## config.mk

```make
export PLATFORM = sky130hd
export DESIGN_NAME = modbus_rtu_request_framer_unit
export DESIGN_NICKNAME = d
export VERILOG_FILES = /design/src/design/mbrtu_pkg.sv /design/src/design/modbus_rtu_request_framer_unit.sv
export VERILOG_INCLUDE_DIRS = /design/src /design/src/design
export SDC_FILE = /design/constraint.sdc
export NUM_CORES = 1
export LEC_CHECK = 0
export ABC_AREA = 1
export BUFFER_PORTS_ARGS = -buffer_cell sky130_fd_sc_hd__buf_2
export CORE_MARGIN = 10
export CORE_UTILIZATION = 40
export CTS_BUF_LIST = sky130_fd_sc_hd__clkbuf_4
export CTS_CLUSTER_DIAMETER = 50
export DETAILED_ROUTE_END_ITERATION = 7
export GPL_ROUTABILITY_DRIVEN = 0
export MAX_ROUTING_LAYER = met4
export PLACE_DENSITY = 0.54
export SLEW_MARGIN = 30
export SYNTH_ARGS = -nofsm -noshare
export SYNTH_HDL_FRONTEND = slang
export SYNTH_SLANG_ARGS = --single-unit
```

## constraint.sdc

```tcl
create_clock -name clock -period 3.54 [get_ports clock]
set_input_delay 0.354 -clock clock [delete_from_list [all_inputs] [get_ports clock]]
set_output_delay 0.354 -clock clock [all_outputs]
set_load 0.02 [all_outputs]
```

## src/design/modbus_rtu_request_framer_unit_macros.svh

```systemverilog
// Assertion macros for the Modbus RTU request framer.
// Included by the top level; has no other dependencies.
`ifndef MODBUS_RTU_REQUEST_FRAMER_UNIT_MACROS_SVH
`define MODBUS_RTU_REQUEST_FRAMER_UNIT_MACROS_SVH
`ifndef SYNTH
`define MBRTU_ASSERT_SAME(label, clk, rst, cond, prop) \
   label: assert property (@(posedge clk) disable iff (rst) (cond) |-> (prop)) \
      else $error("framer assertion failed");
`define MBRTU_ASSERT_NEXT(label, clk, rst, cond, prop) \
   label: assert property (@(posedge clk) disable iff (rst) (cond) |=> (prop)) \
      else $error("framer assertion failed");
`else
`define MBRTU_ASSERT_SAME(label, clk, rst, cond, prop)
`define MBRTU_ASSERT_NEXT(label, clk, rst, cond, prop)
`endif
`endif

```

## src/design/mbrtu_pkg.sv

```systemverilog
// Package for the Modbus RTU request framer: request codes, the microcode
// word type, the microcode program and the CRC-16 byte update.
// It depends on nothing else.
package mbrtu_pkg;

   localparam int PC_W = 5;

   localparam logic [2:0] OP_READ_COILS     = 3'd0;
   localparam logic [2:0] OP_READ_DISCRETES = 3'd1;
   localparam logic [2:0] OP_WRITE_COILS    = 3'd2;
   localparam logic [2:0] OP_FIRMWARE       = 3'd3;
   localparam logic [2:0] OP_TEMPERATURES   = 3'd4;

   localparam logic [15:0] CRC_INIT = 16'hFFFF;
   localparam logic [15:0] CRC_POLY = 16'hA001;

   localparam logic [PC_W-1:0] PC_READ_COILS  = 5'd0;
   localparam logic [PC_W-1:0] PC_WRITE_COILS = 5'd2;
   localparam logic [PC_W-1:0] PC_COMMON      = 5'd4;
   localparam logic [PC_W-1:0] PC_CRC_TAIL    = 5'd11;
   localparam logic [PC_W-1:0] PC_DISCRETES   = 5'd13;
   localparam logic [PC_W-1:0] PC_FIRMWARE    = 5'd19;
   localparam logic [PC_W-1:0] PC_QTY_TAIL    = 5'd23;
   localparam logic [PC_W-1:0] PC_TEMPS       = 5'd25;
   localparam logic [PC_W-1:0] PC_ERROR       = 5'd29;

   typedef enum logic [2:0] {
      SRC_CONST   = 3'd0,
      SRC_ADDR    = 3'd1,
      SRC_COIL_HI = 3'd2,
      SRC_COIL_LO = 3'd3,
      SRC_CRC_LO  = 3'd4,
      SRC_CRC_HI  = 3'd5
   } src_type;

   typedef enum logic [1:0] {
      COND_NEXT      = 2'd0,
      COND_JUMP      = 2'd1,
      COND_NOT_WRITE = 2'd2
   } cond_type;

   typedef struct packed {
      src_type         src;
      logic [7:0]      konst;
      logic            crc_en;
      logic            last;
      logic            err;
      cond_type        cond;
      logic [PC_W-1:0] target;
   } uword_type;

   function automatic uword_type mk(input src_type src, input logic [7:0] konst,
                                    input logic last, input logic err,
                                    input cond_type cond, input logic [PC_W-1:0] target);
      uword_type w;
      w.src    = src;
      w.konst  = konst;
      w.crc_en = (src != SRC_CRC_LO) && (src != SRC_CRC_HI);
      w.last   = last;
      w.err    = err;
      w.cond   = cond;
      w.target = target;
      return w;
   endfunction

   // Each frame has its own entry; some share the quantity bytes, all the CRC tail.
   function automatic uword_type rom_word(input logic [PC_W-1:0] pc);
      uword_type w;
      unique case (pc)
         5'd0:    w = mk(SRC_ADDR,    8'h00, 1'b0, 1'b0, COND_NEXT, PC_READ_COILS);
         5'd1:    w = mk(SRC_CONST,   8'h01, 1'b0, 1'b0, COND_JUMP, PC_COMMON);
         5'd2:    w = mk(SRC_ADDR,    8'h00, 1'b0, 1'b0, COND_NEXT, PC_READ_COILS);
         5'd3:    w = mk(SRC_CONST,   8'h0F, 1'b0, 1'b0, COND_NEXT, PC_READ_COILS);
         5'd4:    w = mk(SRC_CONST,   8'h00, 1'b0, 1'b0, COND_NEXT, PC_READ_COILS);
         5'd5:    w = mk(SRC_CONST,   8'h00, 1'b0, 1'b0, COND_NEXT, PC_READ_COILS);
         5'd6:    w = mk(SRC_CONST,   8'h00, 1'b0, 1'b0, COND_NEXT, PC_READ_COILS);
         5'd7:    w = mk(SRC_CONST,   8'h0F, 1'b0, 1'b0, COND_NOT_WRITE, PC_CRC_TAIL);
         5'd8:    w = mk(SRC_CONST,   8'h02, 1'b0, 1'b0, COND_NEXT, PC_READ_COILS);
         5'd9:    w = mk(SRC_COIL_HI, 8'h00, 1'b0, 1'b0, COND_NEXT, PC_READ_COILS);
         5'd10:   w = mk(SRC_COIL_LO, 8'h00, 1'b0, 1'b0, COND_NEXT, PC_READ_COILS);
         5'd11:   w = mk(SRC_CRC_LO,  8'h00, 1'b0, 1'b0, COND_NEXT, PC_READ_COILS);
         5'd12:   w = mk(SRC_CRC_HI,  8'h00, 1'b1, 1'b0, COND_NEXT, PC_READ_COILS);
         5'd13:   w = mk(SRC_ADDR,    8'h00, 1'b0, 1'b0, COND_NEXT, PC_READ_COILS);
         5'd14:   w = mk(SRC_CONST,   8'h02, 1'b0, 1'b0, COND_NEXT, PC_READ_COILS);
         5'd15:   w = mk(SRC_CONST,   8'h00, 1'b0, 1'b0, COND_NEXT, PC_READ_COILS);
         5'd16:   w = mk(SRC_CONST,   8'h00, 1'b0, 1'b0, COND_NEXT, PC_READ_COILS);
         5'd17:   w = mk(SRC_CONST,   8'h00, 1'b0, 1'b0, COND_NEXT, PC_READ_COILS);
         5'd18:   w = mk(SRC_CONST,   8'h0C, 1'b0, 1'b0, COND_JUMP, PC_CRC_TAIL);
         5'd19:   w = mk(SRC_ADDR,    8'h00, 1'b0, 1'b0, COND_NEXT, PC_READ_COILS);
         5'd20:   w = mk(SRC_CONST,   8'h04, 1'b0, 1'b0, COND_NEXT, PC_READ_COILS);
         5'd21:   w = mk(SRC_CONST,   8'h00, 1'b0, 1'b0, COND_NEXT, PC_READ_COILS);
         5'd22:   w = mk(SRC_CONST,   8'h00, 1'b0, 1'b0, COND_NEXT, PC_READ_COILS);
         5'd23:   w = mk(SRC_CONST,   8'h00, 1'b0, 1'b0, COND_NEXT, PC_READ_COILS);
         5'd24:   w = mk(SRC_CONST,   8'h02, 1'b0, 1'b0, COND_JUMP, PC_CRC_TAIL);
         5'd25:   w = mk(SRC_ADDR,    8'h00, 1'b0, 1'b0, COND_NEXT, PC_READ_COILS);
         5'd26:   w = mk(SRC_CONST,   8'h04, 1'b0, 1'b0, COND_NEXT, PC_READ_COILS);
         5'd27:   w = mk(SRC_CONST,   8'h00, 1'b0, 1'b0, COND_NEXT, PC_READ_COILS);
         5'd28:   w = mk(SRC_CONST,   8'h04, 1'b0, 1'b0, COND_JUMP, PC_QTY_TAIL);
         5'd29:   w = mk(SRC_CONST,   8'h00, 1'b1, 1'b1, COND_NEXT, PC_READ_COILS);
         default: w = mk(SRC_CONST,   8'h00, 1'b1, 1'b1, COND_NEXT, PC_READ_COILS);
      endcase
      return w;
   endfunction

   function automatic logic [PC_W-1:0] entry_of(input logic [2:0] opcode);
      logic [PC_W-1:0] pc;
      unique case (opcode)
         OP_READ_COILS:     pc = PC_READ_COILS;
         OP_READ_DISCRETES: pc = PC_DISCRETES;
         OP_WRITE_COILS:    pc = PC_WRITE_COILS;
         OP_FIRMWARE:       pc = PC_FIRMWARE;
         OP_TEMPERATURES:   pc = PC_TEMPS;
         default:           pc = PC_ERROR;
      endcase
      return pc;
   endfunction

   function automatic logic [15:0] crc_byte(input logic [15:0] crc, input logic [7:0] b);
      logic [15:0] c;
      c = crc ^ {8'h00, b};
      for (int i = 0; i < 8; i++) begin
         c = c[0] ? ((c >> 1) ^ CRC_POLY) : (c >> 1);
      end
      return c;
   endfunction

endpackage

```

## src/design/modbus_rtu_request_framer_unit.sv

```systemverilog
// Modbus RTU request framer: a request item becomes a frame of 6 or 9 bytes plus CRC-16.
// Requests are captured in the sequencer registers; output bytes come from registers.
// A new request is stalled until the last item of the current frame has been stepped out.
// One microcode step a cycle while the output is not stalled; an unknown opcode is taken and dropped.
// Reset clears the sequencer, the output valid and link_enabled. Uses mbrtu_pkg and the macros.
module modbus_rtu_request_framer_unit (
   input  logic        clock,
   input  logic        reset,
   input  logic        req_valid,
   output logic        req_stall,
   input  logic [2:0]  req_opcode,
   input  logic [7:0]  req_slave_address,
   input  logic [15:0] req_coil_value,
   output logic        rsp_valid,
   input  logic        rsp_stall,
   output logic [7:0]  rsp_frame_byte,
   output logic        rsp_last_byte,
   output logic        rsp_link_error,
   input  logic        csr_valid,
   output logic        csr_ready,
   input  logic        csr_link_enabled
);

`include "modbus_rtu_request_framer_unit_macros.svh"

   logic                      link_ff, link_in;
   logic                      busy_ff, busy_in;
   logic [mbrtu_pkg::PC_W-1:0] pc_ff, pc_in;
   logic [15:0]               crc_ff, crc_in;
   logic [7:0]                addr_ff, addr_in;
   logic [15:0]               coil_ff, coil_in;
   logic                      write_ff, write_in;
   logic                      rsp_valid_ff, rsp_valid_in;
   logic [7:0]                byte_ff, byte_in;
   logic                      last_ff, last_in;
   logic                      err_ff, err_in;

   mbrtu_pkg::uword_type      uw;
   logic                      accept;
   logic                      known;
   logic                      step;
   logic [7:0]                data;

   assign csr_ready      = 1'b1;
   assign req_stall      = busy_ff;
   assign rsp_valid      = rsp_valid_ff;
   assign rsp_frame_byte = byte_ff;
   assign rsp_last_byte  = last_ff;
   assign rsp_link_error = err_ff;

   assign uw     = mbrtu_pkg::rom_word(pc_ff);
   assign accept = req_valid && !busy_ff;
   assign known  = req_opcode <= mbrtu_pkg::OP_TEMPERATURES;
   assign step   = busy_ff && (!rsp_valid_ff || !rsp_stall);

   always_comb begin
      case (uw.src)
         mbrtu_pkg::SRC_ADDR:    data = addr_ff;
         mbrtu_pkg::SRC_COIL_HI: data = coil_ff[15:8];
         mbrtu_pkg::SRC_COIL_LO: data = coil_ff[7:0];
         mbrtu_pkg::SRC_CRC_LO:  data = crc_ff[7:0];
         mbrtu_pkg::SRC_CRC_HI:  data = crc_ff[15:8];
         default:                data = uw.konst;
      endcase
   end

   always_comb begin
      link_in      = link_ff;
      busy_in      = busy_ff;
      pc_in        = pc_ff;
      crc_in       = crc_ff;
      addr_in      = addr_ff;
      coil_in      = coil_ff;
      write_in     = write_ff;
      rsp_valid_in = rsp_valid_ff;
      byte_in      = byte_ff;
      last_in      = last_ff;
      err_in       = err_ff;

      if (csr_valid && csr_ready) begin
         link_in = csr_link_enabled;
      end

      if (accept && known) begin
         busy_in  = 1'b1;
         pc_in    = link_ff ? mbrtu_pkg::entry_of(req_opcode) : mbrtu_pkg::PC_ERROR;
         crc_in   = mbrtu_pkg::CRC_INIT;
         addr_in  = req_slave_address;
         coil_in  = req_coil_value;
         write_in = req_opcode == mbrtu_pkg::OP_WRITE_COILS;
      end

      if (rsp_valid_ff && !rsp_stall) begin
         rsp_valid_in = 1'b0;
      end

      if (step) begin
         rsp_valid_in = 1'b1;
         byte_in      = data;
         last_in      = uw.last;
         err_in       = uw.err;
         if (uw.crc_en) begin
            crc_in = mbrtu_pkg::crc_byte(crc_ff, data);
         end
         unique case (uw.cond)
            mbrtu_pkg::COND_JUMP:      pc_in = uw.target;
            mbrtu_pkg::COND_NOT_WRITE: pc_in = write_ff ? pc_ff + 1'b1 : uw.target;
            default:                   pc_in = pc_ff + 1'b1;
         endcase
         if (uw.last) begin
            busy_in = 1'b0;
         end
      end
   end

   always_ff @(posedge clock) begin
      if (reset) begin
         link_ff      <= 1'b0;
         busy_ff      <= 1'b0;
         pc_ff        <= mbrtu_pkg::PC_READ_COILS;
         rsp_valid_ff <= 1'b0;
      end else begin
         link_ff      <= link_in;
         busy_ff      <= busy_in;
         pc_ff        <= pc_in;
         rsp_valid_ff <= rsp_valid_in;
      end
      crc_ff   <= crc_in;
      addr_ff  <= addr_in;
      coil_ff  <= coil_in;
      write_ff <= write_in;
      byte_ff  <= byte_in;
      last_ff  <= last_in;
      err_ff   <= err_in;
   end

   `MBRTU_ASSERT_SAME(a_err_item_shape, clock, reset, rsp_valid_ff && err_ff, last_ff && byte_ff == 8'h00)
   `MBRTU_ASSERT_NEXT(a_last_ends_frame, clock, reset, step && uw.last, !busy_ff)
   `MBRTU_ASSERT_NEXT(a_link_down_error, clock, reset, accept && known && !link_ff, busy_ff && pc_ff == mbrtu_pkg::PC_ERROR)
   `MBRTU_ASSERT_NEXT(a_unknown_dropped, clock, reset, accept && !known, !busy_ff)

endmodule
```

==> run metrics <==
I/O pins=46; Post-CTS Resized=0; GRT Util Overall=0.1396; flop2flop setup slack=0.90 ns; worst slew pin tran=about 0.7 ns; number of flops mapped to enable cells by yosys=35; Port Buffers=between 40 and 50; syn avg cell area=8.435 um2; largest net degree at the start of global routing=23; CTS clk-pin slew, worst paths=0.13 ns; Syn Nets=a little under 500; Worst EP required=3.87 ns; layout cells sized above 1=0.2220; Initial Util=0.4126; post-route design area=around 4400 um2; grt ovf=0; most common cell after layout, fill and taps aside=nand2_1; Final Setup Violations=0; area share of the largest cell type after synthesis=0.2757; prevailing post-synth register cell=dfxtp_1; total wire length=9181 um; Core Box Area=9240 um2; Layout area overhead=14.47%; crit end category=flip-flop; placed cell area=4173 um2; critical path fanouts, max=17; vias in the first global route=3084; row cnt=35; fmax=approximately 0.38 GHz; antenna violations before repair=0; LEAKAGE=2.063 nW; # DRC=0; CTS tree=yes; P per Cell Area=about 640 nW/um2; die width=117.6 um; status=finished, final reports clean; Arr. time, crit path=2.98 ns; HP Class=primary input to flip-flop; first-pass GRT wire length=15410 um; WL/cell=14.39 um; Seq cells post-synth=75; Startpoint Class=flip-flop; TritonCTS buffer count=9; most frequent cells in the layout=94 x nand2_1, 68 x inv_1, 44 x buf_2; Vias=just over 3000; Final TNS setup=0 ns; Placed Cells=a little over 600; RSZ-0062 raised after global routing=no; Clk Latency, worst-skew pair=between 0.4 and 0.5 ns; Pins Over Slew Limit=0; TritonRoute pass-1 iters=4; clock skew=~0.013 ns; Slew HR=0.5223; Yosys top cell by area=edfxtp_1; Via density=4.857; period utilisation layout=0.7471; hold buffers post-CTS=0; count of different cell masters after synthesis=between 40 and 50; YS warnings=0; die area=13840 um2; root buffer cell=clkbuf_4; Seq/Total Area, Yosys=0.4857; Max VDD drop=198.4 uV; async set or reset register ratio after synthesis=0; buffer depth of the longest clock path=2; critical path class=flip-flop to flip-flop; HPWL Detailed=7182 um; Synth area leaders=edfxtp_1 28%, dfxtp_1 21%, nand2_1 9.3%, inv_1 6.7%, nand3_1 4.6%; fin crit period=roughly 2.6 ns; remaining antenna violation count=0; Setup Buffers After CTS=0; die height=117.6 um; CTS sink cnt=75; Cell Area, Synth=~3800 um2; max_cap viols=0; Post-Synthesis Cells=roughly 450; htree depth=3; fin nets=546; diodes inserted=0; Final Hold Vio Count=0; drt initial violations=roughly 250; final non-filler cell total=~640
[state kept, by name, summed over array words and instances, names as in the netlist]
| name | cells |
|---|---|
| write_ff | 1 |
| link_ff | 1 |
| rsp_valid | 1 |
| pc_ff | 5 |
| rsp_frame_byte | 8 |
| rsp_last_byte | 1 |
| crc_ff | 16 |
| coil_ff | 16 |
| req_stall | 1 |
| addr_ff | 8 |
| rsp_link_error | 1 |
| uw | 16 |
[logic make-up after synthesis]
logic type,Yosys count,synth area share
buffers and inverters,84,0.09189
AND/OR/NAND/NOR,206,0.2681
adder cells (fa/ha/maj),9,0.02954
XOR/XNOR,7,0.01805
other,1,0.0009836
flip-flops,75,0.4857
AO/OA/AOI/OAI,70,0.1057
[power by group]
group	switching [mW]	internal, mW	leakage [nW]
sequential	0.128	1.05	0.660
clock	0.324	0.363	0.0971
combinational	0.608	0.331	1.31
[metrics by stage]
step	worst slack, ns	hold slack (ns)	total power, mW	util
4_1_cts	0.8597	0.05860	2.831	0.4723
3_5_place_dp	0.8105	0.3966	2.133	0.4516
5_1_grt	0.5405	0.04441	3.018	0.4723
3_3_place_gp	0.8981	0.3917	2.112	0.4516
2_1_floorplan	0.4768	0.3855	1.896	-
6_report	0.8952	0.09099	2.801	0.4723
[worst max-delay path: stages (launching register included)]
cell and delay [ns]:
dfxtp_1 0.44, nand2_1 0.15, inv_2 0.34, o21ai_0 0.15, a31oi_1 0.16, o31ai_1 0.08
o311ai_0 0.15, nand2_1 0.25, inv_1 0.17, ha_1 0.21, inv_1 0.05, nor2_1 0.13
nor2_1 0.06, o311ai_1 0.22
[area by class of cell]
class	instances	area [um2]
Fill cell	944	4876
Clock buffer	9	67.56
Sequential cell	75	1852
Timing Repair Buffer	47	242.7
Multi-Input combinational cell	293	1617
Inverter	78	300.3
Tap cell	129	161.4
Clock inverter	7	123.9
[synth_stat cells, types with 2 or more instances]
cell and instances:
a21oi_1 19, buf_6 3, dfxtp_1 40, edfxtp_1 35, ha_1 9, inv_1 68, inv_2 8, nand2_1 94
nand2_2 13, nand2_4 3, nand3_1 35, nand3_2 4, nand3_4 2, nand4_1 7, nor2_1 29, nor2_2 7
nor2_4 2, o211ai_1 2, o21ai_0 24, o21ai_1 4, o21ai_2 2, o22ai_1 11, or2_1 2, or2_4 2
xor2_1 5
[path summary, 6_finish.rpt]
kind | cells past startpoint | to | start
hold reg to reg | 0 | rsp_link_error$_DFFE_PP_ | uw[7]$_SDFF_PN0_
setup reg to reg | 13 | uw[18]$_DFF_P_ | req_stall$_SDFF_PP0_
setup / recovery | 13 | uw[18]$_DFF_P_ | req_stall$_SDFF_PP0_
hold / removal | 1 | coil_ff[0]$_DFFE_PP_ | req_coil_value[0]
[routing by layer]
layer | up-vias | track usage | routed length [um]
met3 | 9 | 0.03933 | 495
met4 | 0 | 0.03168 | 97
li1 | 1589 | - | -
met1 | 1425 | 0.1774 | 4348
met5 | - | - | 0
met2 | 76 | 0.2157 | 4239
No activity file was read; power rests on OpenSTA's default activity.
